`config.mk`:
```
export PLATFORM = sky130hd
export DESIGN_NAME = acbd_lane
export DESIGN_NICKNAME = d
export VERILOG_FILES = /design/src/rtl/acbd_pkg.sv /design/src/rtl/acbd_lane.sv
export SDC_FILE = /design/constraint.sdc
export NUM_CORES = 2
export LEC_CHECK = 0
export BUFFER_PORTS_ARGS = -buffer_cell sky130_fd_sc_hd__buf_2
export CORE_MARGIN = 1.5
export CORE_UTILIZATION = 64
export DETAILED_ROUTE_END_ITERATION = 10
export GPL_TIMING_DRIVEN = 0
export PLACE_DENSITY = 0.81
export SYNTH_ARGS = -nofsm -noshare
export SYNTH_HDL_FRONTEND = slang
export SYNTH_SLANG_ARGS = --single-unit
```
`constraint.sdc`:
```
create_clock -name clk -period 12.27 [get_ports clk]
set_input_delay 1.8405 -clock clk [delete_from_list [all_inputs] [get_ports clk]]
set_output_delay 1.8405 -clock clk [all_outputs]
set_load 0.02 [all_outputs]
```
`src/rtl/acbd_pkg.sv`:
```
// Shared types, constants and saturating helpers for the ADMM duty update block.
package acbd_pkg;

  localparam int FRAC_BITS_DEF = 16;
  localparam int DUTY_MAX_DEF  = 100;
  localparam int LANES         = 3;
  localparam int COST_W        = 36;
  localparam int BOUND_W       = 35;

  localparam logic signed [31:0] QMAX = 32'sh7FFFFFFF;
  localparam logic signed [31:0] QMIN = 32'sh80000000;

  localparam logic [2:0] CASE_UNC  = 3'd0;
  localparam logic [2:0] CASE_NONE = 3'd6;

  localparam logic [2:0] CAND_LAST = 3'd4;

  typedef enum logic [2:0] {
    REG_GAIN_ZERO,
    REG_GAIN_ONE,
    REG_GAIN_TWO,
    REG_BACKGROUND,
    REG_REFERENCE,
    REG_OWN_INDEX,
    REG_PENALTY,
    REG_SLACK
  } cfg_reg_t;

  typedef enum logic {
    OP_MUL,
    OP_DIV
  } lane_op_t;

  typedef struct packed {
    logic clear;
    logic init;
    logic lin;
    logic quad;
    logic decide;
  } merge_ctrl_t;

  typedef enum logic [4:0] {
    ST_IDLE,
    ST_ZMUL,
    ST_UDIV,
    ST_UFEAS,
    ST_GMUL,
    ST_NMUL,
    ST_GPDIV,
    ST_T4MUL,
    ST_KNDIV,
    ST_GMDIV,
    ST_GMPDIV,
    ST_CORRMUL,
    ST_C1MUL,
    ST_C4MUL,
    ST_C5MUL,
    ST_CFEAS,
    ST_CEMUL,
    ST_CEEMUL,
    ST_CPMUL,
    ST_CDEC,
    ST_CNEXT,
    ST_FIN
  } state_t;

  function automatic logic signed [31:0] sat32(input logic signed [63:0] v);
    logic signed [31:0] r;
    if (v > 64'(QMAX)) begin
      r = QMAX;
    end else if (v < 64'(QMIN)) begin
      r = QMIN;
    end else begin
      r = v[31:0];
    end
    return r;
  endfunction

  function automatic logic signed [31:0] qadd(input logic signed [31:0] a,
                                              input logic signed [31:0] b);
    logic signed [63:0] s;
    s = 64'(a) + 64'(b);
    return sat32(s);
  endfunction

  function automatic logic signed [31:0] qsub(input logic signed [31:0] a,
                                              input logic signed [31:0] b);
    logic signed [63:0] s;
    s = 64'(a) - 64'(b);
    return sat32(s);
  endfunction

endpackage

```
`src/rtl/acbd_lane.sv`:
```
// One arithmetic lane: saturating fixed-point multiply and bit-serial divide.
module acbd_lane import acbd_pkg::*; #(
  parameter int FRAC_BITS = FRAC_BITS_DEF
) (
  input  logic               clk,
  input  logic               rst_n,
  input  logic               start,
  input  lane_op_t           op,
  input  logic signed [31:0] op_a,
  input  logic signed [31:0] op_b,
  output logic               done,
  output logic signed [31:0] result
);

  localparam int DW = 32 + FRAC_BITS;
  localparam int CW = $clog2(DW + 1);

  logic signed [63:0] prod_r;
  logic [DW-1:0]      dd_r;
  logic [31:0]        rem_r;
  logic [31:0]        dvs_r;
  logic [CW-1:0]      cnt_r;
  logic               busy_r;
  logic               done_r;
  lane_op_t           op_r;
  logic               neg_r;
  logic               zb_r;
  logic               az_r;
  logic               an_r;

  logic [31:0]        mag_a;
  logic [31:0]        mag_b;
  logic [32:0]        cat;
  logic [32:0]        diff;
  logic               qbit;
  logic signed [63:0] shifted;
  logic               q_ge;
  logic               q_gt;

  assign mag_a = op_a[31] ? (~op_a + 32'd1) : op_a;
  assign mag_b = op_b[31] ? (~op_b + 32'd1) : op_b;
  assign cat   = {rem_r, dd_r[DW-1]};
  assign diff  = cat - {1'b0, dvs_r};
  assign qbit  = ~diff[32];

  always_ff @(posedge clk) begin
    if (!rst_n) begin
      busy_r <= 1'b0;
      done_r <= 1'b0;
      cnt_r  <= '0;
    end else begin
      done_r <= 1'b0;
      if (start) begin
        if (op == OP_MUL) begin
          done_r <= 1'b1;
        end else begin
          busy_r <= 1'b1;
          cnt_r  <= CW'(DW);
        end
      end else if (busy_r) begin
        cnt_r <= cnt_r - CW'(1);
        if (cnt_r == CW'(1)) begin
          busy_r <= 1'b0;
          done_r <= 1'b1;
        end
      end
    end
  end

  always_ff @(posedge clk) begin
    if (start) begin
      op_r   <= op;
      prod_r <= op_a * op_b;
      dd_r   <= {mag_a, {FRAC_BITS{1'b0}}};
      rem_r  <= '0;
      dvs_r  <= mag_b;
      neg_r  <= op_a[31] ^ op_b[31];
      zb_r   <= (op_b == '0);
      az_r   <= (op_a == '0);
      an_r   <= op_a[31];
    end else if (busy_r) begin
      rem_r <= qbit ? diff[31:0] : cat[31:0];
      dd_r  <= {dd_r[DW-2:0], qbit};
    end
  end

  assign shifted = prod_r >>> FRAC_BITS;
  assign q_ge    = |dd_r[DW-1:31];
  assign q_gt    = (|dd_r[DW-1:32]) || (dd_r[31] && (|dd_r[30:0]));

  always_comb begin
    if (op_r == OP_MUL) begin
      result = sat32(shifted);
    end else if (zb_r) begin
      result = az_r ? '0 : (an_r ? QMIN : QMAX);
    end else if (!neg_r) begin
      result = q_ge ? QMAX : $signed(dd_r[31:0]);
    end else begin
      result = q_gt ? QMIN : $signed(~dd_r[31:0] + 32'd1);
    end
  end

  assign done = done_r;

endmodule

```
After elaboration in Yosys (flattened, before gate mapping)
Cells that the tools add are included.

Register bits: 189. Output and inout bits: 33. Word-level logic and storage cells: 63.

Add/subtract/negate cells: 5. Multiply operators: 1. $lt $le $gt $ge: 2. Eq/ne operators: 2. Muxes and demuxes: 25. Bitwise operators: 5. Reduce and logical (&&, ||, !) cells: 9.

Operators with widths (number): $mux 32 (11); $add 32x1->32 const B (3); $mux 48 (2); $not 32->32 (3); $logic_not 32->1 (2); $mul 32x32->64 (1); $gt 48x32->1 const B (1); $lt 48x32->1 const B (1); $sub 33x32->33 (1); $mux 31 (1); $reduce_or 31->1 (1); $mux 6 (3); $reduce_or 17->1 (1); $reduce_or 16->1 (1); $mux 1 (8); $eq 6x1->1 const B (1); $sub 6x1->6 const B (1); $ne 2x1->1 const B (1); $reduce_and 2->1 (1); $reduce_bool 2->1 (1); $logic_and 1x1->1 (1); $logic_or 1x1->1 (1); $not 1->1 (1); $xor 1x1->1 (1).

Longest topological paths before layout
Depth after elaboration: 7. Gate-level depth with buffers: 29. Depth with buffers taken out: 26.

Least setup slack after synthesis
OpenSTA, ideal clock, no wires.

Path type: input to register. Start point: in op_a[31]. End point: reg prod_r[61] (data pin). Library setup time: 0.261 ns. Arrival time: 9.750 ns. Path slack: 2.259 ns. Cell stages on the path: 27. Buffers on the path: 3. Path through: clkbuf_1 clkbuf_1 buf_1 nand2_1 inv_1 fa_1 fa_1 fa_1 fa_1 inv_1 fa_1 inv_1 fa_1 inv_1 fa_1 fa_1 inv_1 ha_1 a21o_1 a21o_1 a21oi_1 o21ai_0 a21o_1 a21oi_1 nor2_1 o311a_1 a311o_1.

Word-level cells in the longest chain between the ends: 1.

RTL lines: start: declaration (line acbd_lane.sv:9) `input logic signed [31:0] op_a,`; $mul 32x32->64 (line acbd_lane.sv:73) `prod_r <= op_a * op_b;`; end signal: assignment (line acbd_lane.sv:73); end: declaration (line acbd_lane.sv:18) `logic signed [63:0] prod_r;`.

No other way between the ends. A chain may end at the register's enable or synchronous reset.

Worst setup path after layout
Start point: in op_b[18]. End point: reg prod_r[57] (data pin).

Word-level cells in the longest chain between the ends: 1.

RTL lines: start: declaration (line acbd_lane.sv:10) `input logic signed [31:0] op_b,`; $mul 32x32->64 (line acbd_lane.sv:73).

No other way between the ends.

==> impl_metrics.toml <==
[status]
outcome = "finished with violations"
violations = "max-capacitance violations, max-slew violations"

[worst_setup_path]
critPathTopFamily = "adder cells"
cpMostUsedCell = "fa_1"
path_max_fanout = 10
cp-start-kind = "input port"
worst_path_max_delay_cell = "clkbuf_1"
crit_required_ns = 12.56
path_class = "in2reg"
endpoint_kind = "flop"
arrival_ns = 12.42
critPathBufInv = 8
cp_slowest_stage_delay_ns = 1.17

[sta]
holdWs_ns = 0.477
tightestPinTransition_ns = 1.63
rsz0062_at_grt = "false"
setup_viol = 0
fin_worst_skew_ns = 0.0112
period_share_pct = 98.8
max_slew_margin_pct = -8.55
report.final.hold_viol_count = 0
finalSetupTns_ns = 0
max_freq_mhz = 82.5
min_period_ns = 12.12
maxSlewViolCount = 32

[synthesis]
seq_area_frac_synth_pct = 9.97
synthArstFlopShare_pct = 0
ys_warn_count = 0
synth_area_mm2 = 0.0465
synthesis.nets = 6343
ys_types = 81
synth-edff-count = 117
synthFlopType = "edfxtp_1"
synth_area_per_cell_um2 = 9.34
synth_seq_cells = 173
syn_inst = 4975

[floorplan]
rows = 98
die_h_um = 272
io_pins = 101
fp.dieW_um = 272
coreArea_mm2 = 0.0717
die_area_mm2 = 0.0742
start_util_pct = 64.8

[grt]
gr-total-overflow = 0
track_usage_pct = 46.1
grt_max_degree = 70
grt_pass1_vias = 38700
grt_pass1_wl_um = 245000
antenna_found_initial = 24

[place]
portBuffers = 53
place_area_mm2 = 0.0480
hpwlAfterDp_um = 135000
place_congestion = 1.08

[routing]
drt-wirelength-per-cell_um = 27.5
drc = 0
wl_met1_um = 57900
first_iter_violations = 4387
drtAntennaViolNets = 0
wl_met2_um = 68900
vias = 37600
vias_per_cell = 6.22
wl_met3_um = 25800
drt-total-wl_um = 166000
drt-pass1-iter-count = 7
dr.max_layer_used = "met5"

[finish]
finalInstanceArea_mm2 = 0.0487
nNetsFinal = 6417
area_growth_pct = 4.70
finalCoreUtilization_pct = 67.8
drive_gt1_share_pct = 2.61

[cts]
clockBufferDepth = 2
cts_tree = "built"
insertion_delay_ns = 0.45
numClockSinks = 173
numCtsBuffers = 17
h-tree-depth = 4
clkSlewWorstSetupHoldPaths_ns = 0.08
clockRootBuffer = "clkbuf_16"

[run]
max-cap-violations = 3

[min_path]
holdCritPathClass = "reg2reg"
-- logic make-up (layout without fill, tap and decap cells) --
group	Yosys count	in the layout	share of synthesized area, %
muxes	43	43	0.926
other	0	27	0
and+or+nand+nor	1481	1481	16.1
adders and majority gates	1300	1300	52.5
AOI/OAI and AO/OA	495	495	6.80
buffers and inverters	1332	1419	10.8
xor gates and xnor gates	151	151	2.85
DFF	173	173	9.97
-- repair_timing --
action,in CTS,in global routing
gates resized for setup,0,1
endpoints found under the hold margin,0,0
hold buffers,0,0
setup endpoints to repair,0,1
setup buffers,0,0
-- flip-flops by register name, summed over array words and instances, names as in the netlist --
register  cells
az_r          1
an_r          1
rem_r        32
dd_r         48
zb_r          1
cnt_r         6
neg_r         1
busy_r        1
dvs_r        32
prod_r       48
op_r          1
done          1
-- layout by cell type, fill, tap and decap left out, types with 5 or more instances in the layout --
cell       instances
buf_1             17
o211ai_1           5
o21a_1            12
nand2_1          609
clkbuf_1         280
inv_1           1023
nor4_1            19
xnor2_1           93
xor2_1            58
o21ai_0          133
a31oi_1           13
or4_1             13
nor2b_1           14
nor3_1            41
nand4_1           22
ha_1             218
or2_2              6
o31ai_1           30
a211oi_1          22
o41ai_1           12
clkbuf_16         17
a21oi_1          138
mux2i_1           43
and3_1            17
or3_1             28
or3_4              6
nand3_1           20
diode_2           27
a21o_1            59
fa_1            1081
nand2b_1          28
o21bai_1           6
dfxtp_1           56
nor2_1           119
and2_1           513
buf_2             59
edfxtp_1         117
-- cells in the mapped netlist, drive strengths merged, types with 13 or more instances --
master / number / area share (%)
and3: 17 / 0.23
nand2b: 29 / 0.41
nand4: 22 / 0.30
and2: 513 / 6.9
a21oi: 138 / 1.5
or4: 14 / 0.23
fa: 1082 / 47
nor2: 120 / 0.99
o41ai: 15 / 0.31
o21ai: 137 / 1.5
o31ai: 31 / 0.53
edfxtp: 117 / 7.6
mux2i: 43 / 0.93
clkbuf: 280 / 2.3
a21o: 59 / 0.95
nor2b: 14 / 0.19
a31oi: 13 / 0.18
inv: 1023 / 8.3
xnor2: 93 / 1.8
nor4: 20 / 0.30
nand2: 609 / 4.9
buf: 28 / 0.29
dfxtp: 56 / 2.4
nor3: 42 / 0.48
or3: 34 / 0.52
nand3: 22 / 0.26
xor2: 58 / 1.1
a211oi: 22 / 0.36
ha: 218 / 5.9
-- worst paths after layout --
kind	startpoint	end	slack, ns	cells past startpoint
min reg2reg	rem_r[27]	rem_r[27]	0.48	2
max reg2reg	dd_r[47]	rem_r[2]	8.41	15
min	rem_r[27]	rem_r[27]	0.48	2
max	op_b[18]	prod_r[57]	0.15	27
-- tightest hold or removal path, stage by stage, from the launching register on --
cell and delay, ns:
dfxtp_1 0.33, nand2_1 0.06, o21ai_1 0.05
-- through the flow --
stage / cells / setup slack, ns
global placement: 5978 / 0.160
global route: 6019 / 0.205
CTS: 6012 / 0.493
floorplan: 4975 / 2.26
detailed placement: 5980 / 0.0425
finish: 6039 / 0.145
-- cell type report --
cell class              instances  area [um2]
multi-input cells            3470       36800
fillers                      5763       23100
flip-flops and latches        173        4630
inverters                    1024        3840
well taps                     950        1190
plain buffers                 308        1190
clock buffers                  17         425
repair buffers                 55         303
clock inverters                15         191
diodes                         27        67.6
-- metal layers --
layer,global-route usage [%],up-vias
met5,0.834,-
met4,29.5,6
met3,18.3,759
met2,66.3,2998
met1,58.1,18600
li1,-,15200
Power is left out: the tool's default activity adds up to more than one toggle a clock period on the data nets, which glitch-free logic cannot reach.
