===== config.mk =====
export PLATFORM = sky130hd
export DESIGN_NAME = acbd_merge
export DESIGN_NICKNAME = d
export VERILOG_FILES = /design/src/rtl/acbd_pkg.sv /design/src/rtl/acbd_merge.sv
export SDC_FILE = /design/constraint.sdc
export NUM_CORES = 1
export LEC_CHECK = 0
export BUFFER_PORTS_ARGS = -buffer_cell sky130_fd_sc_hd__buf_2
export CAP_MARGIN = 10
export CORE_MARGIN = 10
export CORE_UTILIZATION = 50
export CTS_BUF_LIST = sky130_fd_sc_hd__clkbuf_4
export CTS_CLUSTER_SIZE = 30
export DETAILED_ROUTE_END_ITERATION = 10
export GPL_TIMING_DRIVEN = 0
export PLACE_DENSITY = 0.77
export SYNTH_ARGS = -nofsm -noshare
export SYNTH_HDL_FRONTEND = slang
export SYNTH_SLANG_ARGS = --single-unit
export TNS_END_PERCENT = 1

===== constraint.sdc =====
create_clock -name clk -period 6.89 [get_ports clk]
set_input_delay 0.689 -clock clk [delete_from_list [all_inputs] [get_ports clk]]
set_output_delay 0.689 -clock clk [all_outputs]
set_load 0.03 [all_outputs]

===== src/rtl/acbd_pkg.sv =====
// Shared types, constants and saturating helpers for the ADMM duty update block.
package acbd_pkg;

  localparam int FRAC_BITS_DEF = 16;
  localparam int DUTY_MAX_DEF  = 100;
  localparam int LANES         = 3;
  localparam int COST_W        = 36;
  localparam int BOUND_W       = 35;

  localparam logic signed [31:0] QMAX = 32'sh7FFFFFFF;
  localparam logic signed [31:0] QMIN = 32'sh80000000;

  localparam logic [2:0] CASE_UNC  = 3'd0;
  localparam logic [2:0] CASE_NONE = 3'd6;

  localparam logic [2:0] CAND_LAST = 3'd4;

  typedef enum logic [2:0] {
    REG_GAIN_ZERO,
    REG_GAIN_ONE,
    REG_GAIN_TWO,
    REG_BACKGROUND,
    REG_REFERENCE,
    REG_OWN_INDEX,
    REG_PENALTY,
    REG_SLACK
  } cfg_reg_t;

  typedef enum logic {
    OP_MUL,
    OP_DIV
  } lane_op_t;

  typedef struct packed {
    logic clear;
    logic init;
    logic lin;
    logic quad;
    logic decide;
  } merge_ctrl_t;

  typedef enum logic [4:0] {
    ST_IDLE,
    ST_ZMUL,
    ST_UDIV,
    ST_UFEAS,
    ST_GMUL,
    ST_NMUL,
    ST_GPDIV,
    ST_T4MUL,
    ST_KNDIV,
    ST_GMDIV,
    ST_GMPDIV,
    ST_CORRMUL,
    ST_C1MUL,
    ST_C4MUL,
    ST_C5MUL,
    ST_CFEAS,
    ST_CEMUL,
    ST_CEEMUL,
    ST_CPMUL,
    ST_CDEC,
    ST_CNEXT,
    ST_FIN
  } state_t;

  function automatic logic signed [31:0] sat32(input logic signed [63:0] v);
    logic signed [31:0] r;
    if (v > 64'(QMAX)) begin
      r = QMAX;
    end else if (v < 64'(QMIN)) begin
      r = QMIN;
    end else begin
      r = v[31:0];
    end
    return r;
  endfunction

  function automatic logic signed [31:0] qadd(input logic signed [31:0] a,
                                              input logic signed [31:0] b);
    logic signed [63:0] s;
    s = 64'(a) + 64'(b);
    return sat32(s);
  endfunction

  function automatic logic signed [31:0] qsub(input logic signed [31:0] a,
                                              input logic signed [31:0] b);
    logic signed [63:0] s;
    s = 64'(a) - 64'(b);
    return sat32(s);
  endfunction

endpackage


===== src/rtl/acbd_merge.sv =====
// Merge stage: lane sum, feasibility test, cost accumulation and best pick.
module acbd_merge import acbd_pkg::*; (
  input  logic               clk,
  input  logic               rst_n,
  input  merge_ctrl_t        ctrl,
  input  logic signed [31:0] prod [LANES],
  input  logic signed [31:0] d_own,
  input  logic signed [31:0] dmax,
  input  logic signed [31:0] bg_level,
  input  logic signed [31:0] ref_level,
  input  logic [30:0]        slack,
  output logic signed [31:0] sum3,
  output logic               feas,
  output logic               take
);

  logic signed [33:0]        sum_w;
  logic signed [32:0]        slack_s;
  logic signed [32:0]        own_v;
  logic signed [BOUND_W-1:0] bound;
  logic                      own_ok;
  logic signed [COST_W-1:0]  acc_r;
  logic signed [COST_W-1:0]  best_r;
  logic                      have_r;

  assign sum_w   = 34'(prod[0]) + 34'(prod[1]) + 34'(prod[2]);
  assign sum3    = sat32(64'(sum_w));
  assign slack_s = $signed({2'b00, slack});
  assign own_v   = 33'(d_own);
  assign own_ok  = !(own_v < -slack_s) && !(own_v > (33'(dmax) + slack_s));
  assign bound   = BOUND_W'(ref_level) - BOUND_W'(bg_level) - BOUND_W'(slack_s);
  assign feas    = own_ok && !(BOUND_W'(sum3) < bound);
  assign take    = ctrl.decide && (!have_r || (acc_r < best_r));

  always_ff @(posedge clk) begin
    if (!rst_n) begin
      have_r <= 1'b0;
    end else if (ctrl.clear) begin
      have_r <= 1'b0;
    end else if (take) begin
      have_r <= 1'b1;
    end
  end

  always_ff @(posedge clk) begin
    if (ctrl.init) begin
      acc_r <= COST_W'(d_own);
    end else if (ctrl.lin) begin
      acc_r <= acc_r + COST_W'(sum_w);
    end else if (ctrl.quad) begin
      acc_r <= acc_r + COST_W'(prod[0] >>> 1);
    end
    if (take) begin
      best_r <= acc_r;
    end
  end

endmodule


# Yosys cells after proc, flatten, opt, wreduce, memory -nomap -nowiden
# Index checks and enable logic that the tools add are counted.
# word_totals
regBits,73
inputBits,262
out_inout_bits,34
wordCells,33
# op_classes
n_addsub,8
order_cmp,6
mux,5
bitwise,1
n_reduce_logical,10
# ops
cell,count
2-to-1 mux 36 bit,3
adder 32 x 32 -> 33 bit,2
2-to-1 mux 32 bit,2
adder 36 x 31 -> 36 bit,1
adder 36 x 34 -> 36 bit,1
< comparator 36 bit,1
adder 33 x 32 -> 34 bit,1
"> comparator 34 x 32 -> 1 bit, second input constant",1
< comparator 32 x 34 -> 1 bit,1
"< comparator 34 x 32 -> 1 bit, second input constant",1
subtractor 33 x 32 -> 34 bit,1
> comparator 32 x 33 -> 1 bit,1
< comparator 32 x 33 -> 1 bit,1
negator 31 -> 33 bit,1
subtractor 32 x 32 -> 33 bit,1
zero test 1 bit,4
logical AND 1 bit,3
nonzero test 3 bit,1
OR reduction 2 bit,1
logical OR 1 bit,1
NOT 1 bit,1

# Longest topological paths before layout
# logic_depth
depth_word,8
depth_mapped,27
ltp_nobuf,27

# Least setup slack after synthesis
# OpenSTA, ideal clock, no wires.
# synth_path
path_kind,input -> output
start,input prod[1] in the netlist's numbering
end,output feas
arrival_time_ps,6786
required_ps,6201
setup_slack_ps,-585
path_stages,27
n_path_buf,1
cell_sequence,inv_1 fa_1 inv_1 ha_1 inv_1 fa_1 nor2b_1 o2111ai_1 a21oi_2 o2111ai_2 a21oi_2 or3_1 and2_1 a21oi_1 clkbuf_1 o21ai_0 ha_1 a21o_1 a21o_1 a21o_1 a21o_1 a21o_1 a21o_1 a2111oi_0 o2111ai_1 and3b_1 nor3_1
# synth_via
elab_chain_len,7
# synth_lines
element,line_no,rtl
start: declaration,acbd_merge.sv:6,"input logic signed [31:0] prod [LANES],"
adder 33 x 32 -> 34 bit *,acbd_merge.sv:26,assign sum_w = 34'(prod[0]) + 34'(prod[1]) + 34'(prod[2]);
< comparator 34 x 32 -> 1 bit,acbd_pkg.sv:71,end else if (v < 64'(QMIN)) begin
2-to-1 mux 32 bit,acbd_pkg.sv:71,
2-to-1 mux 32 bit *,acbd_pkg.sv:69,if (v > 64'(QMAX)) begin
via sum3[3],acbd_merge.sv:12,"output logic signed [31:0] sum3,"
< comparator 32 x 34 -> 1 bit *,acbd_merge.sv:32,assign feas = own_ok && !(BOUND_W'(sum3) < bound);
zero test 1 bit *,acbd_merge.sv:32,
logical AND 1 bit *,acbd_merge.sv:32,
end: declaration,acbd_merge.sv:13,"output logic feas,"
# Mark *: on every way through the listed nets, which the timed path passes. The rest lies on a longest branch.

# Worst setup path in the final report
# layout_path
start,input prod[5] in the netlist's numbering
end,output feas
# layout_via
elab_chain_len,7
# layout_lines
element,line_no
adder 33 x 32 -> 34 bit *,acbd_merge.sv:26
< comparator 34 x 32 -> 1 bit,acbd_pkg.sv:71
2-to-1 mux 32 bit,acbd_pkg.sv:71
2-to-1 mux 32 bit *,acbd_pkg.sv:69
< comparator 32 x 34 -> 1 bit *,acbd_merge.sv:32
zero test 1 bit *,acbd_merge.sv:32
logical AND 1 bit *,acbd_merge.sv:32
# Every way passes the cells marked *; elsewhere a longest branch is shown, timed or not.

==> impl_results.html <==
<table>
<tr><th>Metric</th><th>Value</th></tr>
<tr><th colspan="2">Run status</th></tr>
<tr><td>Result of the run</td><td>complete, no violations</td></tr>
<tr><th colspan="2">CTS</th></tr>
<tr><td>Maximum number of buffers from clock root to sink</td><td>2</td></tr>
<tr><td>Root buf cell</td><td>clkbuf_4</td></tr>
<tr><td>Clock latency on the worst-skew pair</td><td>around 0.46 ns</td></tr>
<tr><td>Depth of the CTS H-tree</td><td>3</td></tr>
<tr><td>Reg clk slew, reported paths</td><td>about 0.14 ns</td></tr>
<tr><td>Cts bufs inserted</td><td>9</td></tr>
<tr><td>Number of clock sinks</td><td>73</td></tr>
<tr><td>Clock tree from TritonCTS</td><td>yes</td></tr>
<tr><td>Number of buffers inserted by hold repair at cts</td><td>0</td></tr>
<tr><th colspan="2">Synthesis</th></tr>
<tr><td>Main area contributors after synthesis</td><td>ha_1, edfxtp_1, fa_1</td></tr>
<tr><td>Yosys warning total</td><td>0</td></tr>
<tr><td>FFs w/ async S/R, synth</td><td>0%</td></tr>
<tr><td>Yosys reg bits</td><td>73</td></tr>
<tr><td>Portion of the post-synthesis area used by sequential elements</td><td>between 10% and 20%</td></tr>
<tr><td>Largest area contributor in the netlist</td><td>ha_1</td></tr>
<tr><td>Syn nets</td><td>between 2000 and 2500</td></tr>
<tr><td>Synthesized area</td><td>about 15000 um^2</td></tr>
<tr><td>Post-synthesis cell type count</td><td>88</td></tr>
<tr><td>Average instance area after synthesis</td><td>approximately 8.5 um^2</td></tr>
<tr><td>Top flip-flop cell by instance count after synthesis</td><td>edfxtp_1</td></tr>
<tr><td>Count of flip-flops with a built-in enable after synthesis</td><td>72</td></tr>
<tr><td>Cells after synthesis</td><td>~1700</td></tr>
<tr><td>Fraction of synthesized cell area taken by the top area cell type</td><td>between 20% and 30%</td></tr>
<tr><th colspan="2">Worst setup path</th></tr>
<tr><td>Worst path depth</td><td>26</td></tr>
<tr><td>Slowest Stage Delay on Critical Path</td><td>between 0.4 and 0.5 ns</td></tr>
<tr><td>Critical Path Source Type</td><td>input port</td></tr>
<tr><td>Worst Path Required</td><td>6.20 ns</td></tr>
<tr><td>Buffering stage count on the worst path with inverters included</td><td>4</td></tr>
<tr><td>Sort of element at the end of the critical path</td><td>output port</td></tr>
<tr><td>CP max FO</td><td>8</td></tr>
<tr><td>FF-to-FF path depth</td><td>11</td></tr>
<tr><td>Setup Crit Path Kind</td><td>input port to output port</td></tr>
<tr><td>Most repeated library cell on the critical path</td><td>a21o_1</td></tr>
<tr><td>Data arrival time of the critical path</td><td>between 6 and 7 ns</td></tr>
<tr><td>Family with the most delay on the worst path</td><td>compound AO/OA/AOI/OAI gates</td></tr>
<tr><td>CP max-delay cell</td><td>fa_1</td></tr>
<tr><th colspan="2">STA</th></tr>
<tr><td>Count of endpoints failing hold in the final timing report</td><td>0</td></tr>
<tr><td>Setup repair after global routing missed its margin</td><td>yes</td></tr>
<tr><td>Max-slew headroom at the worst pin</td><td>between 30 and 40%</td></tr>
<tr><td>Hold Worst Slack</td><td>roughly 0.37 ns</td></tr>
<tr><td>Time the final worst path needs with I/O delays and setup</td><td>6.789 ns</td></tr>
<tr><td>Fraction of the cycle the final worst path needs</td><td>98.54%</td></tr>
<tr><td>Final setup violation count</td><td>0</td></tr>
<tr><td>Transition time at the pin with the least slew margin</td><td>between 0.9 and 1 ns</td></tr>
<tr><td>Max Fclk</td><td>about 150 MHz</td></tr>
<tr><td>Setup Skew</td><td>between 0.01 and 0.015 ns</td></tr>
<tr><td>Number of max-slew violations in the final report</td><td>0</td></tr>
<tr><th colspan="2">Place</th></tr>
<tr><td>Count of buffers inserted at the top-level ports</td><td>a little under 300</td></tr>
<tr><td>Routability congestion estimate</td><td>roughly 1</td></tr>
<tr><td>Inst Count DP</td><td>2414</td></tr>
<tr><td>Post-DP HPWL</td><td>between 40 and 50 mm</td></tr>
<tr><th colspan="2">Cells and area</th></tr>
<tr><td>Ratio of cells with drive above 1 in the final layout</td><td>a little over a fifth</td></tr>
<tr><td>Synth-to-Final Area Change</td><td>19.32%</td></tr>
<tr><td>Leading cell type in the layout, fill and taps excluded</td><td>buf_2</td></tr>
<tr><td>Combined area of the multi-input logic cells</td><td>12250 um^2</td></tr>
<tr><td>Total Nets Final</td><td>2665</td></tr>
<tr><td>Commonest cells after routing, fill and taps aside</td><td>buf_2, ha_1, inv_1</td></tr>
<tr><td>Non-Filler Instances</td><td>around 2500</td></tr>
<tr><td>Sequential cell area</td><td>around 2200 um^2</td></tr>
<tr><td>Number of inserted filler cells in the final layout</td><td>between 2000 and 3000</td></tr>
<tr><th colspan="2">Floorplanning</th></tr>
<tr><td>Height of the die</td><td>191.6 um</td></tr>
<tr><td>Top Ports</td><td>about 300</td></tr>
<tr><td>Placement Rows</td><td>just over 60</td></tr>
<tr><td>Area enclosed by the die boundary</td><td>approximately 37000 um^2</td></tr>
<tr><td>Initial standard-cell utilization of the core</td><td>roughly half</td></tr>
<tr><td>Core box area</td><td>between 20000 and 30000 um^2</td></tr>
<tr><td>Die X</td><td>191.6 um</td></tr>
<tr><th colspan="2">Global routing</th></tr>
<tr><td>Congestion Overflow GR</td><td>0</td></tr>
<tr><td>Via count of the first global-routing pass</td><td>about 15000</td></tr>
<tr><td>Combined global-route utilization of all metal layers</td><td>a little over a quarter</td></tr>
<tr><td>Wire length of the first global-routing pass</td><td>77.88 mm</td></tr>
<tr><td>Number of antenna violations at the first check in global routing</td><td>3</td></tr>
<tr><td>Pin count of the biggest net entering global routing</td><td>37</td></tr>
<tr><th colspan="2">Routing</th></tr>
<tr><td>Overall via count from detail_route</td><td>roughly 15000</td></tr>
<tr><td>Vias per inst</td><td>5.994</td></tr>
<tr><td>DRT iter0 DRCs</td><td>approximately 1200</td></tr>
<tr><td>Drt pass-1 iters</td><td>6</td></tr>
<tr><td>Antenna violation net count after detailed routing</td><td>0</td></tr>
<tr><td>Drt total wl</td><td>just over 50 mm</td></tr>
<tr><td>DRC violation count after routing</td><td>0</td></tr>
<tr><td>Detail-routed net length per standard cell</td><td>20.64 um</td></tr>
<tr><th colspan="2">Power and ir drop</th></tr>
<tr><td>Leakage power</td><td>8.454 nW</td></tr>
<tr><td>Final total power</td><td>0.005539 W</td></tr>
<tr><td>IR Drop Worst-Case VDD</td><td>roughly 0.16 mV</td></tr>
<tr><td>Total power density per cell area</td><td>approximately 320 nW/um^2</td></tr>
<tr><th colspan="2">Hold path</th></tr>
<tr><td>Class of the tightest hold or removal check</td><td>input port to flop</td></tr>
<tr><td>Number of cells on the worst hold path</td><td>2</td></tr>
<tr><th colspan="2">Run</th></tr>
<tr><td>Number of max-cap violations</td><td>0</td></tr>
</table>
[worst paths after layout]
kind                  start    endpoint  slack, ns
setup / recovery    prod[5]        feas       0.10
hold / removal      ctrl[4]      have_r       0.37
setup reg to reg   acc_r[1]   best_r[1]       3.03
hold reg to reg   acc_r[12]  best_r[12]       0.51
[per-stage QoR]
stage	instance area, um^2	util (%)	worst slack [ns]	setup TNS, ns
6_report	17560	60.86	0.1008	0
5_1_grt	17560	60.86	-0.1611	-0.1611
4_1_cts	17290	59.90	-0.006036	-0.006036
3_5_place_dp	16720	57.95	-1.262	-1.262
3_3_place_gp	16680	57.80	-1.241	-1.256
2_1_floorplan	14730	-	0.006900	0
[logic make-up (layout without fill, tap and decap cells)]
family | count (synthesis) | after routing | share of synthesized area (%)
DFF | 73 | 73 | 14.83
xor gates and xnor gates | 132 | 132 | 7.855
adders and majority gates | 333 | 333 | 31.68
muxes | 9 | 9 | 0.6801
and+or+nand+nor | 438 | 438 | 14.97
AOI/OAI and AO/OA | 568 | 568 | 25.33
buffers and inverters | 182 | 522 | 4.667
other | 0 | 2 | 0
[cell usage after synthesis, types with 32 or more instances]
master,count
ha_1,267
inv_1,153
o21ai_0,141
a21oi_1,139
nand2_1,137
a21o_1,109
xnor2_1,85
edfxtp_1,72
nor2_1,72
fa_1,66
xor2_1,47
nand4_1,37
nor3_1,33
nand2b_1,32
[registers in the layout, summed over array words and instances, names as in the netlist]
register / flops
acc_r: 36
best_r: 36
have_r: 1
[area by class of cell]
type / instances / share of cell area, %
clock inverters: 7 / 0.3491
inverters: 154 / 3.292
well taps: 384 / 2.736
plain buffers: 28 / 1.026
flip-flops and latches: 73 / 12.43
diodes: 2 / 0.02850
multi-input cells: 1480 / 69.77
repair buffers: 324 / 9.989
clock buffers: 9 / 0.3847
[per-layer routing]
layer | GRT usage [%] | up-vias | routed length (um)
met5 | 0 | - | 0
met4 | 11.39 | 0 | 2244
li1 | - | 7038 | -
met1 | 33.05 | 6991 | 20980
met2 | 45.27 | 615 | 23810
met3 | 4.026 | 108 | 3756
[report_power, final]
group / total [W] / internal (W) / switching (W)
Sequential: 0.000888 / 0.000742 / 0.000145
Clock: 0.000283 / 0.000107 / 0.000176
Combinational: 0.00437 / 0.00182 / 0.00255
[repair_timing]
item / CTS / global route
hold endpoints to repair: 0 / 0
buffers inserted: 18 / 10
cloned: 1 / 0
resized for setup: 70 / 35
pin swaps: 31 / 27
setup endpoints to repair: 1 / 1
Power figures use the tool's default switching activity.
